===== src/iida_pkg.sv =====
// Shared types, codes and sizing constants for the indexed insert/delete array.
package iida_pkg;

  // Fixed field widths of the request and response words.
  localparam int POS_W    = 5;
  localparam int LEN_W    = 5;
  localparam int STATUS_W = 2;
  localparam int ACTION_W = 3;

  // Default sizing of the array.
  localparam int CAPACITY_DEF  = 16;
  localparam int WORD_BITS_DEF = 32;

  // Width of positions and counts inside the command word; wide enough for
  // the largest supported capacity plus one.
  localparam int CNT_W = 11;

  typedef enum logic [ACTION_W-1:0] {
    ACT_READ      = 3'd0,
    ACT_OVERWRITE = 3'd1,
    ACT_INSERT    = 3'd2,
    ACT_DELETE    = 3'd3,
    ACT_RESIZE    = 3'd4,
    ACT_CLEAR     = 3'd5
  } action_t;

  typedef enum logic [STATUS_W-1:0] {
    STAT_OK        = 2'd0,
    STAT_RANGE     = 2'd1,
    STAT_CAPACITY  = 2'd2,
    STAT_EMPTY     = 2'd3
  } status_t;

  // Operations the cell row can apply.
  typedef enum logic [2:0] {
    DP_NONE   = 3'd0,
    DP_WRITE  = 3'd1,
    DP_INSERT = 3'd2,
    DP_DELETE = 3'd3,
    DP_FILL   = 3'd4,
    DP_APPEND = 3'd5
  } dp_op_t;

  typedef struct packed {
    dp_op_t           op;
    logic             load;
    logic             rd_en;
    logic [CNT_W-1:0] pos;
    logic [CNT_W-1:0] fill_lo;
  } dp_cmd_t;

endpackage


===== src/iida_if.sv =====
// Request and response channel interfaces of the indexed insert/delete array.
interface iida_req_if #(
  parameter int WORD_BITS = iida_pkg::WORD_BITS_DEF
);
  logic                          valid;
  logic                          ready;
  logic [iida_pkg::ACTION_W-1:0] action;
  logic [iida_pkg::POS_W-1:0]    position;
  logic signed [WORD_BITS-1:0]   data_value;

  modport source (output valid, output action, output position, output data_value,
                  input ready);
  modport sink   (input valid, input action, input position, input data_value,
                  output ready);
endinterface

interface iida_rsp_if #(
  parameter int WORD_BITS = iida_pkg::WORD_BITS_DEF
);
  logic                          valid;
  logic                          ready;
  logic signed [WORD_BITS-1:0]   read_data;
  logic [iida_pkg::LEN_W-1:0]    length;
  logic [iida_pkg::STATUS_W-1:0] status;

  modport source (output valid, output read_data, output length, output status,
                  input ready);
  modport sink   (input valid, input read_data, input length, input status,
                  output ready);
endinterface


===== src/iida_ctrl.sv =====
// Controller: handshake state machine, length register and action decode.
module iida_ctrl #(
  parameter int CAPACITY = iida_pkg::CAPACITY_DEF
) (
  input  logic                          clk,
  input  logic                          rst,
  input  logic                          in_valid,
  output logic                          in_ready,
  input  logic [iida_pkg::ACTION_W-1:0] action,
  input  logic [iida_pkg::POS_W-1:0]    position,
  output logic                          out_valid,
  input  logic                          out_ready,
  output logic [iida_pkg::LEN_W-1:0]    length,
  output logic [iida_pkg::STATUS_W-1:0] status,
  output iida_pkg::dp_cmd_t             cmd
);

  localparam int CW = $clog2(CAPACITY + 1);
  localparam logic [iida_pkg::CNT_W-1:0] CAP_X = iida_pkg::CNT_W'(CAPACITY);

  typedef enum logic [1:0] {
    S_EMPTY = 2'b01,
    S_FULL  = 2'b10
  } state_t;

  state_t                        state, state_next;
  logic [CW-1:0]                 valid_count, valid_count_next;
  logic [iida_pkg::CNT_W-1:0]    cnt_x, pos_x, new_cnt;
  iida_pkg::status_t             stat_next;
  logic                          accept;

  assign in_ready = (state == S_EMPTY) || out_ready;
  assign accept   = in_valid && in_ready;
  assign out_valid = (state == S_FULL);
  assign cnt_x    = iida_pkg::CNT_W'(valid_count);
  assign pos_x    = iida_pkg::CNT_W'(position);

  always_comb begin
    cmd         = '0;
    cmd.op      = iida_pkg::DP_NONE;
    cmd.load    = accept;
    cmd.pos     = pos_x;
    cmd.fill_lo = cnt_x;
    stat_next   = iida_pkg::STAT_OK;
    new_cnt     = cnt_x;
    unique case (action)
      iida_pkg::ACT_READ: begin
        if (pos_x < cnt_x) cmd.rd_en = 1'b1;
        else stat_next = iida_pkg::STAT_RANGE;
      end
      iida_pkg::ACT_OVERWRITE: begin
        if (pos_x < cnt_x) cmd.op = iida_pkg::DP_WRITE;
        else stat_next = iida_pkg::STAT_RANGE;
      end
      iida_pkg::ACT_INSERT: begin
        if (pos_x < cnt_x) begin
          if (cnt_x + 1'b1 > CAP_X) begin
            stat_next = iida_pkg::STAT_CAPACITY;
          end else begin
            cmd.op  = iida_pkg::DP_INSERT;
            new_cnt = cnt_x + 1'b1;
          end
        end else if (pos_x + 1'b1 > CAP_X) begin
          stat_next = iida_pkg::STAT_CAPACITY;
        end else begin
          cmd.op  = iida_pkg::DP_APPEND;
          new_cnt = pos_x + 1'b1;
        end
      end
      iida_pkg::ACT_DELETE: begin
        if (cnt_x == '0) begin
          stat_next = iida_pkg::STAT_EMPTY;
        end else begin
          cmd.op  = iida_pkg::DP_DELETE;
          new_cnt = cnt_x - 1'b1;
        end
      end
      iida_pkg::ACT_RESIZE: begin
        if (pos_x > CAP_X) begin
          stat_next = iida_pkg::STAT_CAPACITY;
        end else begin
          cmd.op  = iida_pkg::DP_FILL;
          new_cnt = pos_x;
        end
      end
      iida_pkg::ACT_CLEAR: new_cnt = '0;
      default: ;
    endcase
    if (!accept) begin
      cmd.op    = iida_pkg::DP_NONE;
      cmd.rd_en = 1'b0;
    end
    valid_count_next = accept ? CW'(new_cnt) : valid_count;
  end

  always_comb begin
    state_next = state;
    unique case (state)
      S_EMPTY: if (accept) state_next = S_FULL;
      S_FULL:  if (out_ready && !accept) state_next = S_EMPTY;
      default: state_next = S_EMPTY;
    endcase
  end

  always_ff @(posedge clk) begin
    if (rst) begin
      state       <= S_EMPTY;
      valid_count <= '0;
    end else begin
      state       <= state_next;
      valid_count <= valid_count_next;
    end
  end

  always_ff @(posedge clk) begin
    if (accept) begin
      length <= iida_pkg::LEN_W'(new_cnt);
      status <= stat_next;
    end
  end

endmodule


===== src/iida_dp.sv =====
// Datapath: a row of word cells that write, shift up, shift down or zero-fill.
module iida_dp #(
  parameter int WORD_BITS = iida_pkg::WORD_BITS_DEF,
  parameter int CAPACITY  = iida_pkg::CAPACITY_DEF
) (
  input  logic                        clk,
  input  iida_pkg::dp_cmd_t           cmd,
  input  logic signed [WORD_BITS-1:0] data_value,
  output logic signed [WORD_BITS-1:0] read_data
);

  logic signed [WORD_BITS-1:0] cells      [CAPACITY];
  logic signed [WORD_BITS-1:0] cells_next [CAPACITY];
  logic signed [WORD_BITS-1:0] rd_sel;

  for (genvar i = 0; i < CAPACITY; i++) begin : g_cell
    localparam int PREV = (i == 0) ? 0 : i - 1;
    localparam int NEXT = (i == CAPACITY - 1) ? i : i + 1;
    localparam logic [iida_pkg::CNT_W-1:0] IDX = iida_pkg::CNT_W'(i);

    always_comb begin
      cells_next[i] = cells[i];
      unique case (cmd.op)
        iida_pkg::DP_WRITE: begin
          if (IDX == cmd.pos) cells_next[i] = data_value;
        end
        iida_pkg::DP_INSERT: begin
          if (IDX == cmd.pos) cells_next[i] = data_value;
          else if (IDX > cmd.pos) cells_next[i] = cells[PREV];
        end
        // The last cell has no upper neighbor and keeps its word.
        iida_pkg::DP_DELETE: begin
          if (IDX >= cmd.pos) cells_next[i] = cells[NEXT];
        end
        iida_pkg::DP_FILL: begin
          if (IDX >= cmd.fill_lo && IDX < cmd.pos) cells_next[i] = '0;
        end
        iida_pkg::DP_APPEND: begin
          if (IDX == cmd.pos) cells_next[i] = data_value;
          else if (IDX >= cmd.fill_lo && IDX < cmd.pos) cells_next[i] = '0;
        end
        default: ;
      endcase
    end

    always_ff @(posedge clk) begin
      cells[i] <= cells_next[i];
    end
  end

  always_comb begin
    rd_sel = '0;
    for (int i = 0; i < CAPACITY; i++) begin
      if (cmd.pos == iida_pkg::CNT_W'(i)) rd_sel = cells[i];
    end
  end

  always_ff @(posedge clk) begin
    if (cmd.load) begin
      read_data <= cmd.rd_en ? rd_sel : '0;
    end
  end

endmodule


===== src/indexed_insert_delete_array.sv =====
// Indexed insert/delete array: top level joining the controller and the cell row.
// The response word for a request is registered and appears in the cycle after it is accepted.
// Throughput: one request word per cycle unless the full output stage stalls;
// each action, shifts included, is one cell update as cells load fixed neighbors.
// Reset (rst, synchronous, active high) empties the array and the output stage;
// the cell contents are not cleared and are never visible before being written.
module indexed_insert_delete_array #(
  parameter int WORD_BITS = iida_pkg::WORD_BITS_DEF,
  parameter int CAPACITY  = iida_pkg::CAPACITY_DEF
) (
  input  logic       clk,
  input  logic       rst,
  iida_req_if.sink   req,
  iida_rsp_if.source rsp
);

  // The controller owns the length register and decides, for each accepted
  // request word, which single operation the cell row performs. It also holds
  // the response stage, which accepts a new word while the old one is taken.
  iida_pkg::dp_cmd_t cmd;

  iida_ctrl #(
    .CAPACITY (CAPACITY)
  ) u_ctrl (
    .clk       (clk),
    .rst       (rst),
    .in_valid  (req.valid),
    .in_ready  (req.ready),
    .action    (req.action),
    .position  (req.position),
    .out_valid (rsp.valid),
    .out_ready (rsp.ready),
    .length    (rsp.length),
    .status    (rsp.status),
    .cmd       (cmd)
  );

  // The cell row applies the write, the shift up, the shift down or the
  // zero-fill, and registers the read word (zero unless a read inside the
  // current length was requested).
  iida_dp #(
    .WORD_BITS (WORD_BITS),
    .CAPACITY  (CAPACITY)
  ) u_dp (
    .clk        (clk),
    .cmd        (cmd),
    .data_value (req.data_value),
    .read_data  (rsp.read_data)
  );

endmodule


===== src/flat_wrapper.sv =====
// flat-port wrapper written by rule: the top's interface ports become plain ports
module indexed_insert_delete_array_flat 
#(
  parameter int WORD_BITS = iida_pkg::WORD_BITS_DEF,
  parameter int CAPACITY  = iida_pkg::CAPACITY_DEF
)
  (clk, rst, req_valid, req_action, req_position, req_data_value, req_ready, rsp_valid, rsp_read_data, rsp_length, rsp_status, rsp_ready);
  iida_req_if #(.WORD_BITS(WORD_BITS)) req_i ();
  iida_rsp_if #(.WORD_BITS(WORD_BITS)) rsp_i ();
  input  logic clk;
  input  logic rst;
  input wire logic [$bits(req_i.valid)-1:0] req_valid;
  input wire logic [$bits(req_i.action)-1:0] req_action;
  input wire logic [$bits(req_i.position)-1:0] req_position;
  input wire logic [$bits(req_i.data_value)-1:0] req_data_value;
  output wire logic [$bits(req_i.ready)-1:0] req_ready;
  output wire logic [$bits(rsp_i.valid)-1:0] rsp_valid;
  output wire logic [$bits(rsp_i.read_data)-1:0] rsp_read_data;
  output wire logic [$bits(rsp_i.length)-1:0] rsp_length;
  output wire logic [$bits(rsp_i.status)-1:0] rsp_status;
  input wire logic [$bits(rsp_i.ready)-1:0] rsp_ready;
  assign req_i.valid = req_valid;
  assign req_i.action = req_action;
  assign req_i.position = req_position;
  assign req_i.data_value = req_data_value;
  assign req_ready = req_i.ready;
  assign rsp_valid = rsp_i.valid;
  assign rsp_read_data = rsp_i.read_data;
  assign rsp_length = rsp_i.length;
  assign rsp_status = rsp_i.status;
  assign rsp_i.ready = rsp_ready;
  indexed_insert_delete_array #(.WORD_BITS(WORD_BITS), .CAPACITY(CAPACITY)) u_core (.clk(clk), .rst(rst), .req(req_i), .rsp(rsp_i));
endmodule

===== config.mk =====
export PLATFORM = sky130hd
export DESIGN_NAME = indexed_insert_delete_array_flat
export DESIGN_NICKNAME = d
export VERILOG_FILES = /design/src/iida_pkg.sv /design/src/iida_if.sv /design/src/iida_ctrl.sv /design/src/iida_dp.sv /design/src/indexed_insert_delete_array.sv /design/src/flat_wrapper.sv
export SDC_FILE = /design/constraint.sdc
export NUM_CORES = 2
export LEC_CHECK = 0
export BUFFER_PORTS_ARGS = -buffer_cell sky130_fd_sc_hd__buf_2
export CAP_MARGIN = 10
export CORE_MARGIN = 2
export CORE_UTILIZATION = 40
export CTS_CLUSTER_SIZE = 12
export DETAILED_ROUTE_END_ITERATION = 8
export HOLD_SLACK_MARGIN = 0.03
export PLACE_DENSITY_LB_ADDON = 0.25
export RECOVER_POWER = 50
export SKIP_LAST_GASP = 1
export SLEW_MARGIN = 10
export SYNTH_ARGS = -nofsm -noshare
export SYNTH_HDL_FRONTEND = slang
export SYNTH_SLANG_ARGS = --single-unit

===== constraint.sdc =====
create_clock -name clk -period 18.43 [get_ports clk]
set_input_delay 3.686 -clock clk [delete_from_list [all_inputs] [get_ports clk]]
set_output_delay 3.686 -clock clk [all_outputs]
set_load 0.02 [all_outputs]

### Word-level counts from Yosys, hierarchy flattened

Memories as Yosys holds them, arrays and structs flattened.
Index checks and enable logic that the tools add are counted.

* add/sub/neg operators: 3
* magnitude comparators: 66
* equal/unequal tests: 44
* multiplexer cells: 152
* reduce and logical (&&, ||, !) cells: 26

Operators with widths (number)
* 2-to-1 mux 32 bit: 109
* one-hot mux 32 bit (5 select lines): 14
* one-hot mux 32 bit (4 select lines): 2
* >= comparator 4 x 5 -> 1 bit, first input constant: 15
* equality test 4 x 5 -> 1 bit, first input constant: 8
* equality test 5 x 4 -> 1 bit, second input constant: 8
* >= comparator 3 x 5 -> 1 bit, first input constant: 8
* > comparator 4 x 5 -> 1 bit, first input constant: 8
* less-than comparator 4 x 5 -> 1 bit, first input constant: 8
* 2-to-1 mux 5 bit: 5
* zero test 11 bit: 2
* equality test 3 x 5 -> 1 bit, first input constant: 4
* equality test 5 x 3 -> 1 bit, second input constant: 4
* >= comparator 1 x 5 -> 1 bit, first input constant: 4
* >= comparator 2 x 5 -> 1 bit, first input constant: 4
* > comparator 3 x 5 -> 1 bit, first input constant: 4
* less-than comparator 3 x 5 -> 1 bit, first input constant: 4
* one-hot mux 5 bit (4 select lines): 1
* logical AND 1 bit: 18
* 2-to-1 mux 2 bit: 9
* adder 5 x 1 -> 6 bit, second input constant: 2
* equality test 3 x 2 -> 1 bit, second input constant: 4
* equality test 3 bit, second input constant: 4
* > comparator 6 x 5 -> 1 bit, second input constant: 2
* other kinds (26): 40

* bits in registers: 46
* bits in writable memories: 512
* input port bits: 44
* output and inout port bits: 41
* memories: 1

Memory list
* u_core.u_dp.cells: words 16, bits a word 32, rd ports 16, clocked after memory_dff 0, write ports 16, RTL line iida_dp.sv:12 `logic signed [WORD_BITS-1:0] cells [CAPACITY];`

### Depth between registers and ports, before layout

* word-level depth: 17
* gate-level depth with buffers: 13
* mapped depth without buffers: 9

### Cells and area by module

A second synthesis with hierarchy kept.

* cell total of the unflattened synthesis: 5397
* area total of the unflattened synthesis: 44844.3 um^2

Modules (own cells, without submodules)
* iida_dp: instances 1, cells an instance 5175, area an instance 43047.5 um^2
* iida_ctrl: instances 1, cells an instance 222, area an instance 1796.7 um^2

### Worst setup path after synthesis

Ideal clock, no wire load.

* path kind: input-to-reg
* start point: in req_position[2]
* end point: mem u_core.u_dp.cells[0][224] (netlist bit) (enable)
* arrival: 7.839 ns
* slack: 10.111 ns
* stages: 8
* buffers on the path: 0
* cells stage by stage: ha_1 a21oi_1 o21ai_1 a221oi_4 nand2_1 a31oi_2 nor2_1 a311oi_1

RTL lines
* start, declared: RTL line flat_wrapper.sv:14 `input wire logic [$bits(req_i.position)-1:0] req_position;`
* end, declared: RTL line iida_dp.sv:12

==> impl_metrics.json <==
{
  "finish.utilization": 0.444,
  "fin_cells": 4248,
  "grt_setup_unrepaired": "false",
  "avgViaCountPerCell": 7.76,
  "grt_max_degree": 207,
  "grt_pass1_wl_mm": 217,
  "cts_hold_buf": 0,
  "crit_slowest_cell": "clkbuf_1",
  "critPathRequiredTime_ps": 18740,
  "async_reset_ff_frac": 0,
  "cts_max_level": 3,
  "worst_pin_slew_ps": 2950,
  "fin_crit_sh": 0.567,
  "synth-seq-cells": 558,
  "max_freq_mhz": 95.6,
  "worstSetupPathType": "in -> reg",
  "ant_nets": 0,
  "cts_sinks": 558,
  "wire_per_inst_um": 35.4,
  "yosysWarningCount": 0,
  "post_cts_resized": 0,
  "synth_edf_count": 551,
  "portBuffers": 84,
  "synth_flop_cell": "edfxtp_1",
  "synthCells": 3166,
  "finalSetupViolations": 0,
  "slew_headroom": -0.975,
  "worstPathArrival_ps": 10760,
  "critPathMaxStageDelay_ps": 1990,
  "clock_skew_ps": 23.5,
  "crit_cells": 10,
  "ys_types": 87,
  "stdcell_area_mm2": 0.0378,
  "num-nets-final": 3115,
  "crit_path_end_kind": "register",
  "path_delay_family": "buffers and inverters",
  "syn_nets": 3223,
  "coreArea_mm2": 0.0851,
  "synthTopCellsByCount": "edfxtp_1, a22o_1, a221o_1",
  "fin_tns_setup_ps": 0,
  "dpl-instance-area_mm2": 0.0359,
  "cp_cell_sequence": "clkbuf_1, ha_1, a21oi_1, o21ai_0, a221oi_1, nand2_1, a31oi_4, clkbuf_1, nor3b_1, o21ai_0",
  "dp_hpwl_mm": 94.7,
  "yosysMostFrequentCell": "edfxtp_1",
  "dr.pass1.iters": 9,
  "dieWidth_um": 297,
  "violations": "DRC, capacitance limit, slew limit",
  "grt_pass1_vias": 30400,
  "yosys.area.top_type_share": 0.481,
  "dieArea_mm2": 0.0884,
  "whs_path_depth": 2,
  "worstSkewPairLatency_ps": 630,
  "gp_congestion": 0.915,
  "path_max_fanout": 52,
  "synthTopCellsByArea": "edfxtp_1, a221o_1, a22o_1",
  "netlist_area_mm2": 0.0344,
  "hold_viol_final": 0,
  "drt_wl_total_mm": 150,
  "syn2layout_area_growth_pct": 9.99,
  "ys_seq_area_frac": 0.485,
  "cts_setup_buffers": 0,
  "placementRows": 107,
  "drt-initial-drc-count": 7152,
  "antenna_found_initial": 4,
  "drv_slew": 635,
  "vias": 33000,
  "postSynthAreaPerCell_um2": 10.9,
  "status": "finished, violations left",
  "initial_core_util": 0.404,
  "start_kind": "primary input",
  "cellPowerDensity_mw_per_mm2": 84.5,
  "cts_buffers": 68,
  "ioPinCount": 85,
  "path_clk_slew_ps": 60,
  "hold_class": "reg -> reg",
  "grt_overflow": 0,
  "maxCapViolCount": 20,
  "fillers": 7993,
  "ctsLongestPathBuffers": 3,
  "min_period_ps": 10460,
  "drc_errors": 2,
  "die_h_um": 297,
  "synth_top_area_cell": "edfxtp_1",
  "cts-root-buf": "clkbuf_16",
  "vdd_drop_max_mv": 0.0642,
  "drive_gt1_frac": 0.102,
  "track_usage": 0.324,
  "crit_buf_inv": 2,
  "reg2regPathDepth": 11,
  "leakage_nw": 12.0,
  "total_power_mw": 3.20,
  "cts_tree": "yes",
  "dp_cells": 4131
}
per-layer routing:
| metal | track usage | part of all wire | vias to the layer above |
|---|---|---|---|
| li1 | - | - | 13300 |
| met1 | 0.453 | 0.39 | 16200 |
| met2 | 0.460 | 0.42 | 3067 |
| met4 | 0.109 | 0.033 | 2 |
| met5 | 0 | 0.000087 | - |
| met3 | 0.121 | 0.16 | 385 |
worst register-to-register path: cells and delay by family, from the launching register on:
kind / cells / cell delay (ps)
buffers and inverters: 3 / 2560
flip-flops: 1 / 300
AO/OA/AOI/OAI: 5 / 1860
AND/OR/NAND/NOR: 2 / 1550
adder cells (fa/ha/maj): 1 / 400
layout make-up:
type                    instances  area (um2)  area share
diodes                          2        5.00    0.000132
clock buffers                  84        1780      0.0471
clock inverters                30         292     0.00770
inverters                      45         169     0.00446
multi-input cells            2195       16400       0.432
flip-flops and latches        558       16700       0.441
well taps                    1144        1430      0.0378
repair buffers                190        1120      0.0295
cell usage in the layout, fill, tap and decap left out, types with 43 or more instances in the layout:
cell         n
edfxtp_1   551
a22o_1     362
a221o_1    350
o21ai_0    253
nand2_1    156
a21oi_1     97
a222oi_1    89
buf_4       85
nor2_1      84
a31oi_1     80
a22oi_1     79
clkbuf_1    76
clkbuf_16   69
o211ai_1    66
nor3_1      54
nand3_1     43
logic make-up after synthesis:
| group | after synthesis | synth area share |
|---|---|---|
| AO/OA/AOI/OAI | 1644 | 0.378 |
| XOR/XNOR | 4 | 0.00102 |
| adder cells (fa/ha/maj) | 13 | 0.00473 |
| buffers and inverters | 413 | 0.0501 |
| flip-flops | 558 | 0.485 |
| multiplexers | 22 | 0.00669 |
| AND/OR/NAND/NOR | 512 | 0.0748 |
worst paths after layout:
| path | startpoint | end | slack, ps |
|---|---|---|---|
| worst max-delay path | req_position[2] | u_core.u_dp.cells[1][227]$_DFFE_PP_ | 7970 |
| worst min-delay path | u_core.u_dp.cells[0][20]$_DFFE_PP_ | u_core.u_dp.cells[0][52]$_DFFE_PP_ | 610 |
| worst max register to register | u_core.u_ctrl.valid_count[2]$_SDFFE_PP0P_ | u_core.u_dp.cells[1][227]$_DFFE_PP_ | 11460 |
| worst min register to register | u_core.u_dp.cells[0][20]$_DFFE_PP_ | u_core.u_dp.cells[0][52]$_DFFE_PP_ | 610 |
flip-flops by register name, indices dropped and copies added (netlist names):
| signal | count |
|---|---|
| u_core.u_ctrl.state | 2 |
| u_core.u_ctrl.length | 5 |
| u_core.u_dp.read_data | 32 |
| u_core.u_ctrl.valid_count | 5 |
| u_core.u_dp.cells | 512 |
| u_core.u_ctrl.status | 2 |
report_power, final:
group	leakage, nW	switching, mW	internal [mW]	total [mW]
clock network	0.996	0.578	0.731	1.31
logic	5.91	0.252	0.114	0.366
registers	5.11	0.0534	1.47	1.52
total	12.0	0.884	2.31	3.20
per-stage QoR:
stage                     worst slack, ps  hold WS [ps]
after global placement               9590           590
after detailed placement             9430           602
final                                7970           612
after global routing                 7710           644
after CTS                           10090           620
after floorplan                     10110           554
No activity file was read; power rests on OpenSTA's default activity.
